## src/rtl/esc_pkg.sv

```systemverilog
// Shared types, constants and decode functions of the stress correlator.
`timescale 1ns / 1ps

package esc_pkg;

   // Item and storage widths.
   localparam int NCOMP     = 9;
   localparam int TENSOR_W  = 48;
   localparam int ACC_W     = 64;
   localparam int IN_W      = 24;
   localparam int ELAPSED_W = 32;
   localparam int BIN_W     = 32;
   localparam int LAGCNT_W  = 8;
   localparam int LAGIDX_W  = 7;
   localparam int COMP_W    = 4;
   localparam int PASS_W    = 32;
   localparam int FILL_OUT_W = 8;
   localparam int CSR_DATA_W = 32;
   // Ring step after a long gap, sized for the largest supported lag depth.
   localparam int RMOD_W    = 10;
   localparam int RING_W    = NCOMP * TENSOR_W;
   localparam int ACC_ROW_W = NCOMP * ACC_W;

   // Item kinds.
   typedef enum logic {
      CMD_EVENT = 1'b0,
      CMD_READ  = 1'b1
   } cmd_code_type;

   // Configuration register indexes.
   typedef enum logic {
      CSR_BIN_WIDTH = 1'b0,
      CSR_LAG_COUNT = 1'b1
   } csr_index_type;

   // One classified item on its way from the front to the back.
   typedef struct packed {
      logic                        is_read;
      logic                        push_first;
      logic [ELAPSED_W-1:0]        extra;
      logic [RMOD_W-1:0]           ring_step;
      logic signed [IN_W-1:0]      dp_x;
      logic signed [IN_W-1:0]      dp_y;
      logic signed [IN_W-1:0]      dp_z;
      logic signed [IN_W-1:0]      sep_x;
      logic signed [IN_W-1:0]      sep_y;
      logic signed [IN_W-1:0]      sep_z;
      logic [LAGIDX_W-1:0]         lag_index;
      logic [COMP_W-1:0]           component;
   } esc_cmd_type;

   // Row of a tensor element; three for codes that name no element.
   function automatic logic [1:0] comp_row(input logic [COMP_W-1:0] comp);
      logic [1:0] row;
      unique case (comp) inside
         4'd0, 4'd1, 4'd2: row = 2'd0;
         4'd3, 4'd4, 4'd5: row = 2'd1;
         4'd6, 4'd7, 4'd8: row = 2'd2;
         default:          row = 2'd3;
      endcase
      return row;
   endfunction

   // Column of a tensor element; three for codes that name no element.
   function automatic logic [1:0] comp_col(input logic [COMP_W-1:0] comp);
      logic [1:0] col;
      unique case (comp) inside
         4'd0, 4'd3, 4'd6: col = 2'd0;
         4'd1, 4'd4, 4'd7: col = 2'd1;
         4'd2, 4'd5, 4'd8: col = 2'd2;
         default:          col = 2'd3;
      endcase
      return col;
   endfunction

   // True when the element lies inside the dimensions in use.
   function automatic logic comp_in_dims(input logic [COMP_W-1:0] comp, input int dims);
      logic [1:0] row;
      logic [1:0] col;
      row = comp_row(comp);
      col = comp_col(comp);
      return (int'(row) < dims) && (int'(col) < dims);
   endfunction

endpackage

```

## src/rtl/esc_queue.sv

```systemverilog
// Two-entry command queue between the front end and the back end.
`timescale 1ns / 1ps

module esc_queue
   import esc_pkg::*;
(
   input  logic        clock,
   input  logic        reset,
   input  logic        push,
   input  esc_cmd_type push_cmd,
   output logic        full,
   input  logic        pop,
   output esc_cmd_type pop_cmd,
   output logic        not_empty
);

   esc_cmd_type ent_ff [2];
   logic        wr_ptr_ff, wr_ptr_in;
   logic        rd_ptr_ff, rd_ptr_in;
   logic [1:0]  cnt_ff, cnt_in;

   assign full      = (cnt_ff == 2'd2);
   assign not_empty = (cnt_ff != 2'd0);
   assign pop_cmd   = ent_ff[rd_ptr_ff];

   // Pointer and occupancy update.
   always_comb begin
      wr_ptr_in = push ? !wr_ptr_ff : wr_ptr_ff;
      rd_ptr_in = pop ? !rd_ptr_ff : rd_ptr_ff;
      cnt_in    = cnt_ff + 2'(push) - 2'(pop);
   end

   always_ff @(posedge clock) begin
      if (reset) begin
         wr_ptr_ff <= 1'b0;
         rd_ptr_ff <= 1'b0;
         cnt_ff    <= 2'd0;
      end else begin
         wr_ptr_ff <= wr_ptr_in;
         rd_ptr_ff <= rd_ptr_in;
         cnt_ff    <= cnt_in;
      end
      if (push) begin
         ent_ff[wr_ptr_ff] <= push_cmd;
      end
   end

endmodule

```

## config.mk

```make
export PLATFORM = sky130hd
export DESIGN_NAME = esc_queue
export DESIGN_NICKNAME = d
export VERILOG_FILES = /design/src/rtl/esc_pkg.sv /design/src/rtl/esc_queue.sv
export SDC_FILE = /design/constraint.sdc
export NUM_CORES = 1
export LEC_CHECK = 0
export ABC_AREA = 1
export BUFFER_PORTS_ARGS = -buffer_cell sky130_fd_sc_hd__buf_2
export CAP_MARGIN = 5
export CORE_MARGIN = 1
export CORE_UTILIZATION = 52
export DETAILED_ROUTE_END_ITERATION = 10
export GPL_ROUTABILITY_DRIVEN = 0
export GPL_TIMING_DRIVEN = 0
export PLACE_DENSITY = 0.9
export SYNTH_ARGS = -nofsm -noshare
export SYNTH_HDL_FRONTEND = slang
export SYNTH_SLANG_ARGS = --single-unit
```

## constraint.sdc

```tcl
create_clock -name clock -period 11.95 [get_ports clock]
set_clock_uncertainty 0.2 [all_clocks]
set_input_delay 0 -clock clock [delete_from_list [all_inputs] [get_ports clock]]
set_output_delay 0 -clock clock [all_outputs]
set_load 0.005 [all_outputs]
```

[After elaboration in Yosys (flattened, before gate mapping)]
Memories as Yosys holds them, arrays and structs flattened. A register that Yosys moved wholly into a read port is not among the register bits.
Index checks and enable logic that the tools add are counted.
Storage, ports and cells
  flip-flop bits (word level): 4
  word-level logic and storage cells: 14
  output and inout bits: 201
  memory bits (writable): 398
  memories: 1
  input bits: 203
Memories
  ent_ff: words 2, bits a word 199, rd ports 1, clocked after memory_dff 1, wr ports 1, line esc_queue.sv:17  | esc_cmd_type ent_ff [2];
Operators by class
  mux-type cells: 4
  add/subtract/negate cells: 2
  reductions and logical operators: 3
  eq/ne operators: 1
Operators with widths (count)
  $mux 1: 4
  $add 2x1->2: 1
  $eq 2x2->1 const B: 1
  $logic_not 1->1: 2
  $reduce_bool 2->1: 1
  $sub 2x1->2: 1

[Logic depth before layout (Yosys ltp)]
Gate-level depths: netlist of run 1.
  word-level depth: 3
  mapped depth: 7
  depth with buffers taken out: 7

[Worst setup path before layout of run 1]
Ideal clock, no wire load.
  kind: reg2reg
  start point: register wr_ptr_ff
  end point: memory ent_ff[0][0] (netlist bit) (enable)
  arrival time: 8554 ps
  required time: 10983 ps
  cell stages (with the launch flop): 2
  clock period less this slack: 9521 ps
  setup time: 767 ps
  slack: 2429 ps
  path buffers: 0
  cell sequence: dfxtp_1 -> nor2_1
RTL lines
  start: declaration: line esc_queue.sv:18  | logic wr_ptr_ff, wr_ptr_in;
  start signal: assignment: line esc_queue.sv:39  | wr_ptr_ff <= wr_ptr_in;
  end: declaration: line esc_queue.sv:17
No word-level cell before the write port.

[Worst setup path in the final report of run 1]
  start point: register wr_ptr_ff
  end point: memory ent_ff[0][183] (netlist bit) (enable)
No word-level cell before the write port.

==> run metrics, run 1 <==
Synth Area in Adders=0.00167; Worst Path Max Fanout=33; largest family of logic cells by synthesized area=multiplexers; Post-Synthesis Cells=650; #FFs+latches synth=403; initial drt markers=roughly 750; DR WL/cell=23.5 um; FMAX=between 400 and 500 MHz; Ports=404; Post-Syn Nets=855; # DRC=0; pins over their slew limit=0; antenna violations before repair=2; Synth top area share=0.797; final worst-path cycle share=0.194; IO Port Bufs=roughly 400; DR pass1 iterations=5; main flop type after synthesis=edfxtp_1; Worst setup EP type=flip-flop; status=finished clean; setup_tns=0 ns; ys async rst share=0; crit path kind=reg2reg; die width=172 um; Slew HR=0.449; top cells by count, synth=edfxtp_1 (398), mux2_4 (100), mux2_2 (99); max-cap violations=0; area fraction in compound gates after synthesis=0.000334; GRT Total Usage=0.275; post-synthesis mux area share=0.175; share of the yosys chip area belonging to registers=0.804; Worst-Skew Late Latency=0.52 ns; Lkg Pwr=8.41 nW; Overflow after GRT=0; Synth Cell Area=15000 um^2; hpwl dp=21.7 mm; Die Y=172 um; Core Area=28100 um^2; Final Power=0.00325 W; via/cell ratio=5.27; Syn. warnings=0; Rows=61; fin util=0.762; cell area after layout=21400 um^2; CTS tree=built; largest net degree at the start of global routing=112; area of placed instances=17600 um^2; Power Dens Cells=~150 nW/um^2; die footprint=29500 um^2; Post-Synth Simple-Gate Area=0.00367; Root Buffer=clkbuf_16; first-pass GRT wire length=around 60 mm; Reg clk slew, reported paths=0.06 ns; Hold WC Path Type=in2reg; largest cells by area after synthesis=edfxtp_1 (80%), mux2_4 (10%), mux2_2 (7.4%); WP data arrival=2.33 ns; final WL=41.6 mm; crit path time final=2.32 ns; Post-synth EDFFs=slightly below 400; VDD IR-drop max=approximately 0.00014 V; nets=1565; antenna-violating nets left=0; XOR/XNOR Fraction of Synth Area=0.000584; clock tree sinks=403; Worst Max-Slew Pin Slew=0.824 ns; share of layout cells above drive strength 1=0.493; Finish-stage setup viols=0; Vias=9314; TritonCTS Buffers=40; Worst setup SP type=flip-flop; Yosys cell types=14; WP data required=11.96 ns; cell taking the most area after synthesis=edfxtp_1; Initial Util=0.534; final hold slack=0.000876 ns; Avg Inst Size Synth=23.1 um^2; vias in the first global route=9995; Hold Violations, Final=0; most frequent cell after synthesis=edfxtp_1; RSZ-0062 raised after global routing=no; clock tree buffer depth=3; H-tree Lvls=2; layout overhead on the synthesized area=42.8%
cell usage in the layout (no fill, tap or decap):
cell / count
ha_1: 2
a21oi_1: 1
inv_6: 5
nor3_1: 1
edfxtp_1: 398
inv_1: 7
nand3_1: 1
buf_6: 14
nor2_1: 6
inv_8: 1
clkbuf_1: 11
clkinv_1: 7
mux2_2: 99
dlygate4sd3_1: 258
buf_2: 411
nand2_1: 5
dfxtp_1: 5
xnor2_1: 1
buf_12: 5
nor2_4: 1
buf_16: 2
clkbuf_16: 41
mux2_4: 100
diode_2: 2
clkinv_2: 5
cells by family (layout without fill, tap and decap cells):
logic type / Yosys count / count (layout)
adder cells (fa/ha/maj): 2 / 2
other: 0 / 2
AND/OR/NAND/NOR: 14 / 14
XOR/XNOR: 1 / 1
AO/OA/AOI/OAI: 1 / 1
multiplexers: 199 / 199
flip-flops: 403 / 403
buffers and inverters: 30 / 767
path summary, 6_finish.rpt:
path,startpoint,to,cells past startpoint,slack (ns)
setup / recovery,wr_ptr_ff,ent_ff[0][183],4,9.63
hold / removal,push_cmd[163],ent_ff[0][163],2,0.0009
setup reg to reg,wr_ptr_ff,ent_ff[0][183],4,9.63
hold reg to reg,rd_ptr_ff,flip-flop,2,0.43
sequential cells by signal, indices dropped and copies added (netlist names), named ones only:
signal and cells:
wr_ptr_ff 1, ent_ff 398, cnt_ff 2, rd_ptr_ff 1
routing by layer:
metal,up-vias,GRT usage,share of wire
met2,589,0.506,0.52
met3,111,0.0644,0.089
met1,4613,0.301,0.35
li1,4001,-,-
met5,-,0,0
met4,0,0.120,0.040
through the flow:
step,worst slack (ns),instances
2_1_floorplan,2.43,650
3_3_place_gp,-1.60,1431
3_5_place_dp,9.67,1438
4_1_cts,9.63,1764
5_1_grt,9.58,1767
6_report,9.63,1767
what timing repair did:
| action | CTS | global route |
|---|---|---|
| buffers inserted | 0 | 0 |
| endpoints found under the hold margin | 423 | 2 |
| gates resized for setup | 0 | 0 |
| setup endpoints to repair | 0 | 0 |
| hold buffers | 257 | 1 |
power breakdown:
group	internal, W	total [W]	leakage [nW]	switching [W]
sequential	0.00164	0.00166	3.78	0.0000252
combinational	0.000236	0.000434	4.07	0.000197
clock	0.000633	0.00115	0.571	0.000519
total	0.00251	0.00325	8.41	0.000742
area by class of cell:
cell class	count	area, um^2
multi-input cells	217	2720
clock buffers	52	1070
diodes	2	5.00
repair buffers	668	4750
clock inverters	17	95.1
inverters	8	37.5
flip-flops and latches	403	12100
plain buffers	22	198
fillers	1471	6690
well taps	378	473
worst max-delay path, stage by stage, from the launching register on:
cell	delay, ns
dfxtp_1	0.35
nor2_4	0.67
buf_16	0.25
buf_12	0.23
buf_12	0.26
Power figures use the tool's default switching activity.
==> inputs of run 2 (changes only) <==
- ABC_AREA: 1 -> 0
- CORE_UTILIZATION: 52 -> 47
- PLACE_DENSITY: 0.9 -> 0.86
- clock period: 11.95 -> 1.9 ns (I/O delays scaled with it)
==> run metrics, run 2 <==
ys async rst share=0; Initial Util=0.476; power share of the combinational group=0.155; fin util=0.734; crit path kind=reg2out; IO Port Bufs=403; largest net degree at the start of global routing=70; Lkg Pwr=9.07 nW; Die Y=181 um; vias in the first global route=around 10000; slowest cell on the critical path=dfxtp_2; WP data required=~1.7 ns; via/cell ratio=approximately 5.2; pins over their slew limit=0; share of layout cells above drive strength 1=0.490; Hold Violations, Final=0; Pint=0.0171 W; Reg clk slew, reported paths=0.07 ns; nets=between 1500 and 2000; Root Buffer=clkbuf_16; Synth top area share=0.798; Top delay family on crit path=buffers and inverters; share of the yosys chip area belonging to registers=0.804; most frequent cells in the layout=edfxtp_1 (398), buf_2 (317), dlygate4sd3_1 (306); top cells by count, synth=edfxtp_1 (398), mux2_4 (100), mux2_2 (99); Yosys cell types=14; Syn. warnings=0; antenna violations before repair=5; Rows=65; cell taking the most area after synthesis=edfxtp_1; Clk pwr share=0.368; Final Power=about 0.022 W; Reg with most FFs=ent_ff; Inst Count DP=1455; area of the multi-input gates=2770 um^2; number of fill cells=approximately 1700; P_sw=0.00505 W; RSZ-0062 raised after global routing=yes; WP data arrival=1.83 ns; register area=12100 um^2; layout overhead on the synthesized area=54.2%; Power Dens Cells=959 nW/um^2; die footprint=32600 um^2; DR WL/cell=between 20 and 25 um; main flop type after synthesis=edfxtp_1; clock tree buffer depth=3; status=finished with violations; clock tree sinks=403; Worst setup SP type=flip-flop; Buf+Inv Stages, Crit Path=4; Non-Filler Instances=1854; slowest stage delay, CP=0.34 ns; final WL=43.3 mm; Vias=9551; biggest regs=ent_ff x398, cnt_ff x2; worst setup margin=-0.126 ns; hpwl dp=between 20 and 25 mm; Post-Syn Nets=about 850; crit path time final=2.03 ns; Hold WC Path Type=in2reg; Slew HR=0.776; initial drt markers=642; die width=181 um; DR pass1 iterations=5; Worst-Skew Late Latency=0.52 ns; Sw Share=0.228; most frequent cell after synthesis=edfxtp_1; VDD IR-drop max=0.000969 V; Core Area=31500 um^2; Post-synth EDFFs=398; final worst-path cycle share=1.07; TritonCTS Buffers=41; # DRC=0; Worst Max-Slew Pin Slew=0.337 ns; max-cap violations=0; sequential share of power=0.477; #FFs+latches synth=403; max reg flops=398; Ports=between 400 and 500; Finish-stage setup viols=190; failing checks=negative setup slack; H-tree Lvls=2; Synth Cell Area=approximately 15000 um^2; most frequent CP cell=buf_12; Post-Synthesis Cells=640; CTS tree=built; FMAX=494 MHz; Overflow after GRT=0; most common cell after layout, fill and taps aside=edfxtp_1; Worst Path Max Fanout=11; GRT Total Usage=0.250; Worst setup EP type=output port; Critical Path, Cell by Cell=buf_12 > clkbuf_16 > buf_12 > mux2_4 > buf_6; first-pass GRT wire length=61.1 mm; Avg Inst Size Synth=23.4 um^2; antenna-violating nets left=0; largest cells by area after synthesis=edfxtp_1 (80%), mux2_4 (10%), mux2_2 (7.4%)
==> run 2: cell count changes after synthesis, sizes merged, moves of 3 or more <==
| cell | delta |
|---|---|
| nor2 | -3 |
| nor2b | +3 |
| inv | -6 |
| nand2 | -5 |
==> run 2: layout make-up <==
class,count,area share
multi-input combinational,213,0.120
buffer,22,0.0175
inverter,2,0.000325
timing repair buffer,731,0.260
clock buffer,51,0.0479
antenna,6,0.000650
tap,402,0.0218
clock inverter,24,0.00975
sequential,403,0.522
==> run 2: what timing repair did <==
item,CTS,global route
gates cloned,0,3
hold buffers,303,3
setup buffers,3,6
hold endpoints to repair,460,5
resized for setup,56,97
pin swaps,0,0
setup endpoints to repair,334,331
==> run 2: routing by layer <==
metal	vias to the layer above	wire length (um)	GRT usage
li1	4120	-	-
met1	4763	15600	0.275
met2	546	22600	0.451
met3	122	3260	0.0624
met4	0	1780	0.120
met5	-	0	0
==> run 2: power by group through the flow <==
stage	combinational (W)	clock (W)	sequential, W
floorplan	0.00122	0	0.0107
global placement	0.00218	0	0.0107
detailed placement	0.00233	0	0.0107
CTS	0.00299	0.00810	0.0105
global route	0.00359	0.00862	0.0106
finish	0.00344	0.00816	0.0106
==> run 2: path summary, 6_finish.rpt <==
check / slack, ns / cells past startpoint / endpoint / from
min: 0.01 / 2 / ent_ff[0][172] / push_cmd[172]
min reg2reg: 0.35 / 2 / rd_ptr_ff / rd_ptr_ff
max reg2reg: 0.11 / 3 / ent_ff[1][29] / wr_ptr_ff
max: -0.13 / 5 / pop_cmd[148] / flip-flop
==> run 2: kinds of logic after synthesis <==
group	Yosys count	synth area share
XOR/XNOR	3	0.00267
adder cells (fa/ha/maj)	2	0.00167
buffers and inverters	24	0.0137
flip-flops	403	0.804
multiplexers	199	0.175
AND/OR/NAND/NOR	9	0.00309
==> run 2: stage by stage <==
step	setup TNS [ns]	hold WS (ns)	instance area, um^2	worst slack, ns
after CTS	-39.07	0.0000247	22400	-0.193
after global routing	-25.83	0.00683	23100	-0.182
after floorplan	-706.25	-0.135	15000	-1.99
final	-14.09	0.0121	23100	-0.126
after global placement	-1251.56	-0.0123	17500	-3.50
after detailed placement	-12.84	-0.00906	17700	-0.126
==> inputs of run 3 (changes only) <==
- CORE_UTILIZATION: 47 -> 49
- CTS_BUF_LIST: default -> sky130_fd_sc_hd__clkbuf_4
- PLACE_DENSITY: 0.86 -> 0.89
==> run metrics, run 3 <==
Avg Inst Size Synth=23.4 um^2; clock tree buffer depth=3; top cells by count, synth=edfxtp_1 (398), mux2_4 (100), mux2_2 (99); Syn. warnings=0; Ports=between 400 and 500; hpwl dp=22.2 mm; IO Port Bufs=403; Synth Cell Area=~15000 um^2; Post-synth EDFFs=between 300 and 400; Post-CTS Hold Buffers=324; largest cells by area after synthesis=edfxtp_1 (80%), mux2_4 (10%), mux2_2 (7.4%); Post-Syn Nets=~850; Die Y=177 um; die width=177 um; Post-Synthesis Cells=640; cell taking the most area after synthesis=edfxtp_1; most frequent cell after synthesis=edfxtp_1; post-CTS sizing=~160; #FFs+latches synth=between 400 and 500; ys async rst share=0; Initial Util=0.502; post-CTS setup repair buffer count=11; share of the yosys chip area belonging to registers=0.804; area of placed instances=17700 um^2; H-tree Lvls=3; main flop type after synthesis=edfxtp_1; Place WS=-0.304 ns; Failed at=4_1_cts; TritonCTS Buffers=98; Synth top area share=0.798; status=did not finish; Yosys cell types=14; clock tree sinks=403; Root Buffer=clkbuf_4; Rows=63; First Err=[ERROR RSZ-0060] Max buffer count reached.
run 3: cell families after synthesis:
| group | count (synthesis) | share of synthesized area |
|---|---|---|
| simple gates | 9 | 0.00309 |
| fa+ha+maj | 2 | 0.00167 |
| flops | 403 | 0.804 |
| buf+inv | 24 | 0.0137 |
| mux | 199 | 0.175 |
| xor+xnor | 3 | 0.00267 |
run 3: through the flow:
step	hold WS [ns]	TNS (ns)	instances
after floorplan	-0.135	-706.25	640
after global placement	-0.0126	-1226.14	1433
after detailed placement	-0.00932	-32.77	1442
==> inputs of run 4 (changes only) <==
- CORE_UTILIZATION: 49 -> 40
- CTS_BUF_LIST: sky130_fd_sc_hd__clkbuf_4 -> default
- PLACE_DENSITY: 0.89 -> default
- PLACE_DENSITY_LB_ADDON: default -> 0.15
- clock period: 1.9 -> 2.47 ns (I/O delays scaled with it)
==> run metrics, run 4 <==
Yosys cell types=14; top cells by count, synth=edfxtp_1 (398), mux2_4 (100), mux2_2 (99); hpwl dp=~22 mm; Post-Syn Nets=845; main flop type after synthesis=edfxtp_1; First Err=[ERROR RSZ-0060] Max buffer count reached.; Initial Util=0.408; post-CTS setup repair buffer count=1; Rows=70; Root Buffer=clkbuf_16; Post-CTS Hold Buffers=322; largest cells by area after synthesis=edfxtp_1 (80%), mux2_4 (10%), mux2_2 (7.4%); Post-synth EDFFs=398; clock tree sinks=403; Synth top area share=0.798; Failed at=4_1_cts; cell taking the most area after synthesis=edfxtp_1; die width=a little under 200 um; share of the yosys chip area belonging to registers=0.804; Synth Cell Area=15000 um^2; ys async rst share=0; Syn. warnings=0; #FFs+latches synth=403; clock tree buffer depth=3; most frequent cell after synthesis=edfxtp_1; IO Port Bufs=just over 400; status=did not finish; post-CTS sizing=0; Ports=around 400; TritonCTS Buffers=between 40 and 50; H-tree Lvls=2; Post-Synthesis Cells=640; Die Y=196 um; Avg Inst Size Synth=23.4 um^2
==> run 4: cell counts after synthesis <==
Identical to the previous run, type by type.
==> run 4: kinds of logic after synthesis <==
group	Yosys count	share of synthesized area
DFF	403	0.804
muxes	199	0.175
buffers and inverters	24	0.0137
and+or+nand+nor	9	0.00309
xor gates and xnor gates	3	0.00267
adders and majority gates	2	0.00167
==> run 4: through the flow <==
stage | area [um^2] | instances | hold slack (ns) | worst slack, ns
floorplan | 15000 | 640 | -0.135 | -1.42
global placement | 17600 | 1511 | -0.0128 | -3.32
detailed placement | 17900 | 1522 | -0.00881 | -0.118
