### config.mk
export PLATFORM = sky130hd
export DESIGN_NAME = esc_front_flat
export DESIGN_NICKNAME = d
export VERILOG_FILES = /design/src/rtl/esc_pkg.sv /design/src/rtl/esc_chan_if.sv /design/src/rtl/esc_front.sv /design/src/flat_wrapper.sv
export SDC_FILE = /design/constraint.sdc
export NUM_CORES = 1
export LEC_CHECK = 0
export BUFFER_PORTS_ARGS = -buffer_cell sky130_fd_sc_hd__buf_2
export CORE_MARGIN = 5
export CORE_UTILIZATION = 41
export CTS_CLUSTER_DIAMETER = 120
export DETAILED_ROUTE_END_ITERATION = 10
export GPL_ROUTABILITY_DRIVEN = 0
export HOLD_SLACK_MARGIN = 0.08
export SYNTH_ARGS = -nofsm -noshare
export SYNTH_HDL_FRONTEND = slang
export SYNTH_SLANG_ARGS = --single-unit
export TNS_END_PERCENT = 50
### constraint.sdc
create_clock -name clock -period 16.6 [get_ports clock]
set_input_delay 3.32 -clock clock [delete_from_list [all_inputs] [get_ports clock]]
set_output_delay 3.32 -clock clock [all_outputs]
set_load 0.02 [all_outputs]
### src/rtl/esc_pkg.sv
// Shared types, constants and decode functions of the stress correlator.
`timescale 1ns / 1ps

package esc_pkg;

   // Item and storage widths.
   localparam int NCOMP     = 9;
   localparam int TENSOR_W  = 48;
   localparam int ACC_W     = 64;
   localparam int IN_W      = 24;
   localparam int ELAPSED_W = 32;
   localparam int BIN_W     = 32;
   localparam int LAGCNT_W  = 8;
   localparam int LAGIDX_W  = 7;
   localparam int COMP_W    = 4;
   localparam int PASS_W    = 32;
   localparam int FILL_OUT_W = 8;
   localparam int CSR_DATA_W = 32;
   // Ring step after a long gap, sized for the largest supported lag depth.
   localparam int RMOD_W    = 10;
   localparam int RING_W    = NCOMP * TENSOR_W;
   localparam int ACC_ROW_W = NCOMP * ACC_W;

   // Item kinds.
   typedef enum logic {
      CMD_EVENT = 1'b0,
      CMD_READ  = 1'b1
   } cmd_code_type;

   // Configuration register indexes.
   typedef enum logic {
      CSR_BIN_WIDTH = 1'b0,
      CSR_LAG_COUNT = 1'b1
   } csr_index_type;

   // One classified item on its way from the front to the back.
   typedef struct packed {
      logic                        is_read;
      logic                        push_first;
      logic [ELAPSED_W-1:0]        extra;
      logic [RMOD_W-1:0]           ring_step;
      logic signed [IN_W-1:0]      dp_x;
      logic signed [IN_W-1:0]      dp_y;
      logic signed [IN_W-1:0]      dp_z;
      logic signed [IN_W-1:0]      sep_x;
      logic signed [IN_W-1:0]      sep_y;
      logic signed [IN_W-1:0]      sep_z;
      logic [LAGIDX_W-1:0]         lag_index;
      logic [COMP_W-1:0]           component;
   } esc_cmd_type;

   // Row of a tensor element; three for codes that name no element.
   function automatic logic [1:0] comp_row(input logic [COMP_W-1:0] comp);
      logic [1:0] row;
      unique case (comp) inside
         4'd0, 4'd1, 4'd2: row = 2'd0;
         4'd3, 4'd4, 4'd5: row = 2'd1;
         4'd6, 4'd7, 4'd8: row = 2'd2;
         default:          row = 2'd3;
      endcase
      return row;
   endfunction

   // Column of a tensor element; three for codes that name no element.
   function automatic logic [1:0] comp_col(input logic [COMP_W-1:0] comp);
      logic [1:0] col;
      unique case (comp) inside
         4'd0, 4'd3, 4'd6: col = 2'd0;
         4'd1, 4'd4, 4'd7: col = 2'd1;
         4'd2, 4'd5, 4'd8: col = 2'd2;
         default:          col = 2'd3;
      endcase
      return col;
   endfunction

   // True when the element lies inside the dimensions in use.
   function automatic logic comp_in_dims(input logic [COMP_W-1:0] comp, input int dims);
      logic [1:0] row;
      logic [1:0] col;
      row = comp_row(comp);
      col = comp_col(comp);
      return (int'(row) < dims) && (int'(col) < dims);
   endfunction

endpackage

### src/rtl/esc_chan_if.sv
// Valid/ready channel interfaces for request and response items.
`timescale 1ns / 1ps

interface esc_req_if;
   logic                valid;
   logic                ready;
   logic                command;
   logic [31:0]         elapsed;
   logic signed [23:0]  dp_x;
   logic signed [23:0]  dp_y;
   logic signed [23:0]  dp_z;
   logic signed [23:0]  sep_x;
   logic signed [23:0]  sep_y;
   logic signed [23:0]  sep_z;
   logic [6:0]          lag_index;
   logic [3:0]          component;

   modport source (output valid, command, elapsed, dp_x, dp_y, dp_z, sep_x, sep_y, sep_z,
                   lag_index, component, input ready);
   modport sink   (input valid, command, elapsed, dp_x, dp_y, dp_z, sep_x, sep_y, sep_z,
                   lag_index, component, output ready);
endinterface


### src/rtl/esc_front.sv
// Front end: accepts items, tracks time residue and splits elapsed time into bins.
`timescale 1ns / 1ps

module esc_front
   import esc_pkg::*;
#(
   parameter int MAX_LAG = 128
) (
   input  logic               clock,
   input  logic               reset,
   esc_req_if.sink            req_chan,
   input  logic [BIN_W-1:0]   bin_width,
   input  logic               clear_done,
   input  logic               q_full,
   output logic               q_push,
   output esc_cmd_type        q_cmd
);

   localparam int MW  = $clog2(MAX_LAG);
   localparam int MW1 = MW + 1;
   localparam int DIV_STEPS = ELAPSED_W;
   localparam int CW  = $clog2(DIV_STEPS + 1);

   typedef enum logic [1:0] {
      F_IDLE = 2'b01,
      F_DIV  = 2'b10
   } front_state_type;

   front_state_type          state_ff, state_in;
   logic [BIN_W-1:0]         residue_ff, residue_in;
   logic [ELAPSED_W-1:0]     dividend_ff, dividend_in;
   logic [BIN_W-1:0]         rem_ff, rem_in;
   logic [ELAPSED_W-1:0]     quo_ff, quo_in;
   logic [MW-1:0]            mod_ff, mod_in;
   logic [CW-1:0]            cnt_ff, cnt_in;
   esc_cmd_type              item_ff, item_in;

   logic                     accept;
   logic [BIN_W-1:0]         bw_eff;
   logic [BIN_W:0]           total;
   logic                     short_gap;
   logic [BIN_W:0]           div_r;
   logic                     div_ge;
   logic [MW1-1:0]           mod_t;
   esc_cmd_type              req_cmd;

   assign req_chan.ready = (state_ff == F_IDLE) && !q_full && clear_done;
   assign accept = req_chan.valid && req_chan.ready;

   // Item fields as a command word.
   always_comb begin
      req_cmd            = '0;
      req_cmd.is_read    = (req_chan.command == CMD_READ);
      req_cmd.dp_x       = req_chan.dp_x;
      req_cmd.dp_y       = req_chan.dp_y;
      req_cmd.dp_z       = req_chan.dp_z;
      req_cmd.sep_x      = req_chan.sep_x;
      req_cmd.sep_y      = req_chan.sep_y;
      req_cmd.sep_z      = req_chan.sep_z;
      req_cmd.lag_index  = req_chan.lag_index;
      req_cmd.component  = req_chan.component;
   end

   // Time bookkeeping: a zero bin width acts as one.
   assign bw_eff    = (bin_width == '0) ? BIN_W'(1) : bin_width;
   assign total     = {1'b0, residue_ff} + {1'b0, req_chan.elapsed};
   assign short_gap = total < {1'b0, bw_eff};

   // One restoring division step, with the quotient also reduced modulo the ring depth.
   assign div_r  = {rem_ff, dividend_ff[ELAPSED_W-1]};
   assign div_ge = div_r >= {1'b0, bw_eff};
   assign mod_t  = {mod_ff, div_ge};

   always_comb begin
      state_in    = state_ff;
      residue_in  = residue_ff;
      dividend_in = dividend_ff;
      rem_in      = rem_ff;
      quo_in      = quo_ff;
      mod_in      = mod_ff;
      cnt_in      = cnt_ff;
      item_in     = item_ff;
      q_push      = 1'b0;
      q_cmd       = req_cmd;
      unique case (state_ff)
         F_IDLE: begin
            if (accept) begin
               item_in = req_cmd;
               if (req_cmd.is_read) begin
                  q_push = 1'b1;
               end else if (short_gap) begin
                  residue_in = total[BIN_W-1:0];
                  q_push     = 1'b1;
               end else begin
                  dividend_in = ELAPSED_W'(total - {1'b0, bw_eff});
                  rem_in      = '0;
                  quo_in      = '0;
                  mod_in      = '0;
                  cnt_in      = '0;
                  state_in    = F_DIV;
               end
            end
         end
         F_DIV: begin
            if (cnt_ff != CW'(DIV_STEPS)) begin
               rem_in      = div_ge ? BIN_W'(div_r - {1'b0, bw_eff}) : div_r[BIN_W-1:0];
               quo_in      = {quo_ff[ELAPSED_W-2:0], div_ge};
               mod_in      = (mod_t >= MW1'(MAX_LAG)) ? MW'(mod_t - MW1'(MAX_LAG))
                                                      : mod_t[MW-1:0];
               dividend_in = {dividend_ff[ELAPSED_W-2:0], 1'b0};
               cnt_in      = cnt_ff + CW'(1);
            end else if (!q_full) begin
               q_cmd            = item_ff;
               q_cmd.push_first = 1'b1;
               q_cmd.extra      = quo_ff;
               q_cmd.ring_step  = RMOD_W'(mod_ff);
               q_push           = 1'b1;
               residue_in       = rem_ff;
               state_in         = F_IDLE;
            end
         end
         default: state_in = F_IDLE;
      endcase
   end

   always_ff @(posedge clock) begin
      if (reset) begin
         state_ff   <= F_IDLE;
         residue_ff <= '0;
      end else begin
         state_ff   <= state_in;
         residue_ff <= residue_in;
      end
      dividend_ff <= dividend_in;
      rem_ff      <= rem_in;
      quo_ff      <= quo_in;
      mod_ff      <= mod_in;
      cnt_ff      <= cnt_in;
      item_ff     <= item_in;
   end

endmodule

### src/flat_wrapper.sv
// flat-port wrapper written by rule: the top's interface ports become plain ports
module esc_front_flat import esc_pkg::*;
#(
   parameter int MAX_LAG = 128
)
  (clock, reset, bin_width, clear_done, q_full, q_push, q_cmd, req_chan_valid, req_chan_command, req_chan_elapsed, req_chan_dp_x, req_chan_dp_y, req_chan_dp_z, req_chan_sep_x, req_chan_sep_y, req_chan_sep_z, req_chan_lag_index, req_chan_component, req_chan_ready);
  esc_req_if req_chan_i ();
  input  logic clock;
  input  logic reset;
  input  logic [BIN_W-1:0] bin_width;
  input  logic clear_done;
  input  logic q_full;
  output logic q_push;
  output esc_cmd_type q_cmd;
  input wire logic [$bits(req_chan_i.valid)-1:0] req_chan_valid;
  input wire logic [$bits(req_chan_i.command)-1:0] req_chan_command;
  input wire logic [$bits(req_chan_i.elapsed)-1:0] req_chan_elapsed;
  input wire logic [$bits(req_chan_i.dp_x)-1:0] req_chan_dp_x;
  input wire logic [$bits(req_chan_i.dp_y)-1:0] req_chan_dp_y;
  input wire logic [$bits(req_chan_i.dp_z)-1:0] req_chan_dp_z;
  input wire logic [$bits(req_chan_i.sep_x)-1:0] req_chan_sep_x;
  input wire logic [$bits(req_chan_i.sep_y)-1:0] req_chan_sep_y;
  input wire logic [$bits(req_chan_i.sep_z)-1:0] req_chan_sep_z;
  input wire logic [$bits(req_chan_i.lag_index)-1:0] req_chan_lag_index;
  input wire logic [$bits(req_chan_i.component)-1:0] req_chan_component;
  output wire logic [$bits(req_chan_i.ready)-1:0] req_chan_ready;
  assign req_chan_i.valid = req_chan_valid;
  assign req_chan_i.command = req_chan_command;
  assign req_chan_i.elapsed = req_chan_elapsed;
  assign req_chan_i.dp_x = req_chan_dp_x;
  assign req_chan_i.dp_y = req_chan_dp_y;
  assign req_chan_i.dp_z = req_chan_dp_z;
  assign req_chan_i.sep_x = req_chan_sep_x;
  assign req_chan_i.sep_y = req_chan_sep_y;
  assign req_chan_i.sep_z = req_chan_sep_z;
  assign req_chan_i.lag_index = req_chan_lag_index;
  assign req_chan_i.component = req_chan_component;
  assign req_chan_ready = req_chan_i.ready;
  esc_front #(.MAX_LAG(MAX_LAG)) u_core (.clock(clock), .reset(reset), .req_chan(req_chan_i), .bin_width(bin_width), .clear_done(clear_done), .q_full(q_full), .q_push(q_push), .q_cmd(q_cmd));
endmodule
======== After elaboration in Yosys (flattened, before gate mapping) ========
Cells that the tools add are included.
storage, ports and cells
  register bits after elaboration ......... 299
  bits of input ports ..................... 225
  word-level logic and storage cells ...... 90
operators by class
  add/sub/neg operators ................... 5
  $lt $le $gt $ge ......................... 3
  equal/unequal tests ..................... 10
  muxes and demuxes ....................... 46
  reduce and logical (&&, ||, !) cells .... 10
operators by type and width
  cell                                                                count
  199-bit 2-to-1 mux                                                  3
  32-bit 2-to-1 mux                                                   16
  32-bit case mux with 2 select lines                                 4
  32-bit subtractor                                                   2
  7-bit 2-to-1 mux                                                    5
  32-bit by 32-bit adder with 33-bit output                           1
  33-bit by 32-bit greater-or-equal comparator with 1-bit output      1
  33-bit by 32-bit < comparator with 1-bit output                     1
  32-bit logical NOT                                                  1
  6-bit 2-to-1 mux                                                    4
  7-bit case mux with 2 select lines                                  1
  6-bit case mux with 2 select lines                                  1
  2-bit 2-to-1 mux                                                    5
  5-bit AND reduction                                                 2
  8-bit greater-or-equal comparator, second input constant            1
  2-bit != test, second input constant                                4
  7-bit by 1-bit subtractor with 7-bit output, second input constant  1
  6-bit by 1-bit adder with 6-bit output, second input constant       1
  2-bit by 1-bit != test with 1-bit output, second input constant     3
  6-bit != test, second input constant                                1
  6-bit AND reduction                                                 1
  1-bit 2-to-1 mux                                                    5
  2-bit case mux with 2 select lines                                  1
  1-bit logical AND                                                   3
  6 further kinds                                                     6

======== Logic depth before layout (Yosys ltp) ========
  word-level depth ........................ 7
  gate-level depth with buffers ........... 23
  mapped depth without buffers ............ 20

======== Worst setup path before layout ========
Ideal clock, no wire load.
  path type ............................... input to register
  start point ............................. in req_chan_elapsed[0]
  end point ............................... reg u_core.cnt_ff[0] (enable)
  data arrival time ....................... 11874 ps
  setup slack ............................. 4129 ps
  cell stages on the path ................. 19
  path buffers ............................ 0
  path through ............................ ha_1 > fa_1 > a211oi_1 > o211ai_1 > a221oi_1 > o21ai_0 > a21boi_0 > or2_2 > nand2_1 > xor2_1 > ha_1 > and3_1 > and3_1 > a221o_1 > a21oi_2 > o21a_1 > o21ai_0 > nand2_1 > a21oi_1
on the way
  cells in the longest elaborated chain, start to end .. 4
ends and longest elaborated chain
  item                                             RTL line            RTL
  from (decl)                                      flat_wrapper.sv:17  input wire logic [$bits(req_chan_i.elapsed)-1:0] req_chan_elapsed;
  32-bit by 32-bit adder with 33-bit output        esc_front.sv:66     assign total = {1'b0, residue_ff} + {1'b0, req_chan.elapsed};
  33-bit by 32-bit < comparator with 1-bit output  esc_front.sv:67     assign short_gap = total < {1'b0, bw_eff};
  2-bit != test (no line)                          n/a
  5-bit AND reduction (no line)                    n/a
  to (signal assigned)                             esc_front.sv:138    cnt_ff <= cnt_in;
  to (decl)                                        esc_front.sv:35     logic [CW-1:0] cnt_ff, cnt_in;
No other way between the ends.
A chain may end at the register's enable or synchronous reset.

======== Worst setup path after layout ========
  start point ............................. in req_chan_elapsed[0]
  end point ............................... out q_push
on the way
  cells in the longest elaborated chain, start to end .. 6
ends and longest elaborated chain
  item                                             RTL line            RTL
  32-bit by 32-bit adder with 33-bit output        esc_front.sv:66
  33-bit by 32-bit < comparator with 1-bit output  esc_front.sv:67
  1-bit 2-to-1 mux                                 esc_front.sv:91     end else if (short_gap) begin
  1-bit 2-to-1 mux                                 esc_front.sv:89     if (req_cmd.is_read) begin
  1-bit 2-to-1 mux                                 esc_front.sv:87     if (accept) begin
  1-bit case mux with 2 select lines               esc_front.sv:85     unique case (state_ff)
  to (decl)                                        flat_wrapper.sv:13  output logic q_push;
No other way between the ends.

==> flow_metrics.env <==
export IMPL_status="complete, no violations"
export IMPL_syn_avg_cell_area_um2=9.18
export IMPL_placed_cells=2797
export IMPL_clock_skew_ns=0.0137
export IMPL_clockRootBuffer="clkbuf_16"
export IMPL_hold_path_startpoint="u_core.residue_ff[22]"
export IMPL_r2r_slack_ns=9.56
export IMPL_num_vias=15300
export IMPL_clockBufferDepth=3
export IMPL_cp_cell_sequence="buf_2 > ha_1 > fa_1 > a211oi_1 > o211ai_1 > a221oi_1 > o21ai_0 > a21boi_0 > or2_2 > nand2_1 > xor2_1 > ha_1 > and3_1 > and3_1 > a221o_1 > a21oi_2 > o21a_1 > o21ai_0 > a221oi_1 > buf_2"
export IMPL_drv_slew=0
export IMPL_whs_ns=0.485
export IMPL_worstPathArrival_ns=8.46
export IMPL_finalWorstPathRequiredPeriod_ns=11.78
export IMPL_fillers=3986
export IMPL_ys_seq_area_frac=0.479
export IMPL_grt_busiest_layer="met2"
export IMPL_pre_cts_slack_ns=4.77
export IMPL_critPathBufInv=2
export IMPL_area_growth_pct=20.8
export IMPL_yosys_warnings=0
export IMPL_holdPathStages=2
export IMPL_die_height_um=217
export IMPL_drcViolationCount=0
export IMPL_crit_path_start_kind="input pin"
export IMPL_cpPeakStageDelay_ns=0.47
export IMPL_multi_input_area_mm2=0.00854
export IMPL_grt_pass1_vias=14300
export IMPL_reg2reg_from="u_core.residue_ff[0]"
export IMPL_ys_types=72
export IMPL_regArea_mm2=0.00843
export IMPL_ir_drop_v=0.0000654
export IMPL_avgRoutedWirePerCell_um=19.8
export IMPL_met2_usage=0.375
export IMPL_switching_share=0.330
export IMPL_cts_inserted_buffers=36
export IMPL_r2r_end="u_core.rem_ff[30]"
export IMPL_finalPower_mw=2.52
export IMPL_postPlaceCellArea_mm2=0.0201
export IMPL_core_mm2=0.0422
export IMPL_antenna_found_initial=16
export IMPL_pwr_share_clk=0.310
export IMPL_cts_tree="done"
export IMPL_tightest_slew_ns=1.12
export IMPL_antenna_left=0
export IMPL_grt_total_usage=0.227
export IMPL_overflow=0
export IMPL_synthArstFlopShare=0
export IMPL_hold_viol_final=0
export IMPL_rows=75
export IMPL_synth_seq_cells=292
export IMPL_boundaryPins=426
export IMPL_leakagePower_nw=9.51
export IMPL_crit_start="req_chan_elapsed[0]"
export IMPL_p_int_mw=1.69
export IMPL_cts_sinks=292
export IMPL_grt_max_degree=84
export IMPL_synth_ff_type="edfxtp_1"
export IMPL_post_route_util=0.503
export IMPL_max_freq_mhz=84.9
export IMPL_cp_slowest_cell="a221oi_1"
export IMPL_die_w_um=217
export IMPL_path_clk_slew_ns=0.06
export IMPL_cts_setup_buffers=0
export IMPL_drv_cap=0
export IMPL_cp_top_family="compound AO/OA/AOI/OAI gates"
export IMPL_period_share=0.710
export IMPL_vias_per_cell=5.35
export IMPL_crit_path_end_kind="primary output"
export IMPL_start_util=0.417
export IMPL_hold_buffers=0
export IMPL_cp_max_fo=5
export IMPL_dp_hpwl_um=43100
export IMPL_crit_required_ns=13.28
export IMPL_grt_setup_unrepaired="no"
export IMPL_dieArea_mm2=0.0472
export IMPL_grt_met3_usage=0.0503
export IMPL_crit_type="in -> out"
export IMPL_cts_resized_gates=0
export IMPL_setup_ws_ns=4.82
export IMPL_fin_area_mm2=0.0213
export IMPL_tns_ns=0
export IMPL_grt_use_met1=0.300
export IMPL_grt_pass1_wl_um=84500
export IMPL_nets=2624
export IMPL_synth_edf_count=258
export IMPL_hold_path_class="reg -> reg"
export IMPL_syn_inst=1917
export IMPL_instances_no_fill=2869
export IMPL_io_buffers=422
export IMPL_seq_power_share=0.365
export IMPL_htreeDepth=2
export IMPL_clkLatencyLatePin_ns=0.54
export IMPL_wl_um=56700
export IMPL_first_iter_violations=1268
export IMPL_slew_headroom=0.254
export IMPL_drive_gt1_frac=0.216
export IMPL_p_comb_frac=0.325
export IMPL_switchingPower_mw=0.831
export IMPL_drtPass1Iterations=5
export IMPL_p_per_area_mw_per_mm2=119
export IMPL_rr_worst_depth=20
export IMPL_setup_viol=0
export IMPL_hold_path_end="u_core.residue_ff[22]"
export IMPL_synthesis_area_mm2=0.0176
## cells in the mapped netlist (all sizes together), types with 4 or more instances
| library cell | n | area [µm²] |
|---|---|---|
| nand2 | 596 | 2240 |
| edfxtp | 258 | 7750 |
| nor2 | 104 | 390 |
| ha | 100 | 1250 |
| a21oi | 85 | 429 |
| o21ai | 77 | 389 |
| clkbuf | 69 | 260 |
| inv | 69 | 259 |
| xnor2 | 46 | 403 |
| and2 | 44 | 275 |
| nor2b | 42 | 263 |
| mux2i | 40 | 400 |
| xor2 | 38 | 333 |
| dfxtp | 34 | 681 |
| a211oi | 30 | 225 |
| a21o | 27 | 203 |
| buf | 23 | 146 |
| nand3 | 21 | 105 |
| o21a | 20 | 150 |
| nor3 | 19 | 95.1 |
| o21bai | 15 | 113 |
| a311oi | 13 | 114 |
| nand2b | 13 | 81.3 |
| o211ai | 12 | 90.1 |
| a31oi | 11 | 68.8 |
| nand4 | 11 | 68.8 |
| and3 | 10 | 62.6 |
| nor4 | 10 | 62.6 |
| a21boi | 7 | 52.6 |
| o31ai | 7 | 52.6 |
| or2 | 6 | 37.5 |
| a221oi | 4 | 35.0 |
| o221ai | 4 | 35.0 |
| o22ai | 4 | 25.0 |
| or4 | 4 | 30.0 |
## registers in the layout, indices dropped and copies added (netlist names)
signal              cells
u_core.item_ff        156
u_core.dividend_ff     32
u_core.quo_ff          32
u_core.rem_ff          32
u_core.residue_ff      32
u_core.cnt_ff           6
u_core.state_ff         2
## worst max-delay path by stage
stage | endpoint | cells past startpoint
6_report | q_push | 20
4_1_cts | q_push | 20
3_3_place_gp | q_push | 20
2_1_floorplan | u_core.cnt_ff[0] | 19
3_5_place_dp | q_push | 20
5_1_grt | q_push | 20
## placed cells by master (no fill, tap or decap), drive strengths merged, types with 12 or more instances in the layout
cell    synthesis  routed
a211oi         30      30
a21o           27      27
a21oi          85      85
a311oi         13      13
and2           44      44
buf            23     431
clkbuf         69      51
dfxtp          34      34
edfxtp        258     258
ha            100     100
inv            69      71
mux2i          40      40
nand2         596     596
nand2b         13      13
nand3          21      21
nor2          104     104
nor2b          42      42
nor3           19      19
o211ai         12      12
o21a           20      20
o21ai          77      77
o21bai         15      15
xnor2          46      46
xor2           38      38
## routing by layer
metal  up-vias  part of all wire
met2       588              0.47
met1      7194              0.42
li1       7447                 -
met3       107             0.077
met5         -           0.00083
met4         6             0.031
## worst register-to-register path, stage by stage (launching register included)
cell and delay, ns:
dfxtp_1 0.32, ha_1 0.22, fa_1 0.43, a211oi_1 0.31, o211ai_1 0.26, a221oi_1 0.47
o21ai_0 0.22, a21boi_0 0.44, or2_2 0.21, nand2_1 0.06, xor2_1 0.16, ha_1 0.36
and3_1 0.21, and3_1 0.16, a221o_1 0.18, a21oi_2 0.09, o21a_1 0.19, o21ai_0 0.46
nand2_1 0.18, a21oi_4 0.71, buf_4 0.94
## cells by family (layout without fill, tap and decap cells)
group,count (synthesis),in the layout,share of synthesized area
simple gates,892,892,0.216
compound gates,340,340,0.126
flops,292,292,0.479
buf+inv,162,565,0.0380
fa+ha+maj,103,103,0.0745
xor+xnor,84,84,0.0418
mux,43,43,0.0247
other cells,1,11,0.000213
## power by group through the flow
stage	Combinational, mW	Clock, mW	Sequential, mW
final	0.820	0.781	0.920
after global routing	0.914	0.830	0.925
after CTS	0.814	0.801	0.920
after detailed placement	0.810	0	0.935
after global placement	0.795	0	0.932
after floorplan	0.601	0	0.931
## final cells by class
class,count,area share
Antenna cell,8,0.000942
Clock buffer,51,0.0455
Clock inverter,13,0.00836
Inverter,70,0.0127
Multi-Input combinational cell,1465,0.402
Sequential cell,292,0.397
Tap cell,539,0.0317
Timing Repair Buffer,431,0.103
Note: power is estimated with default switching activity, not from simulation.
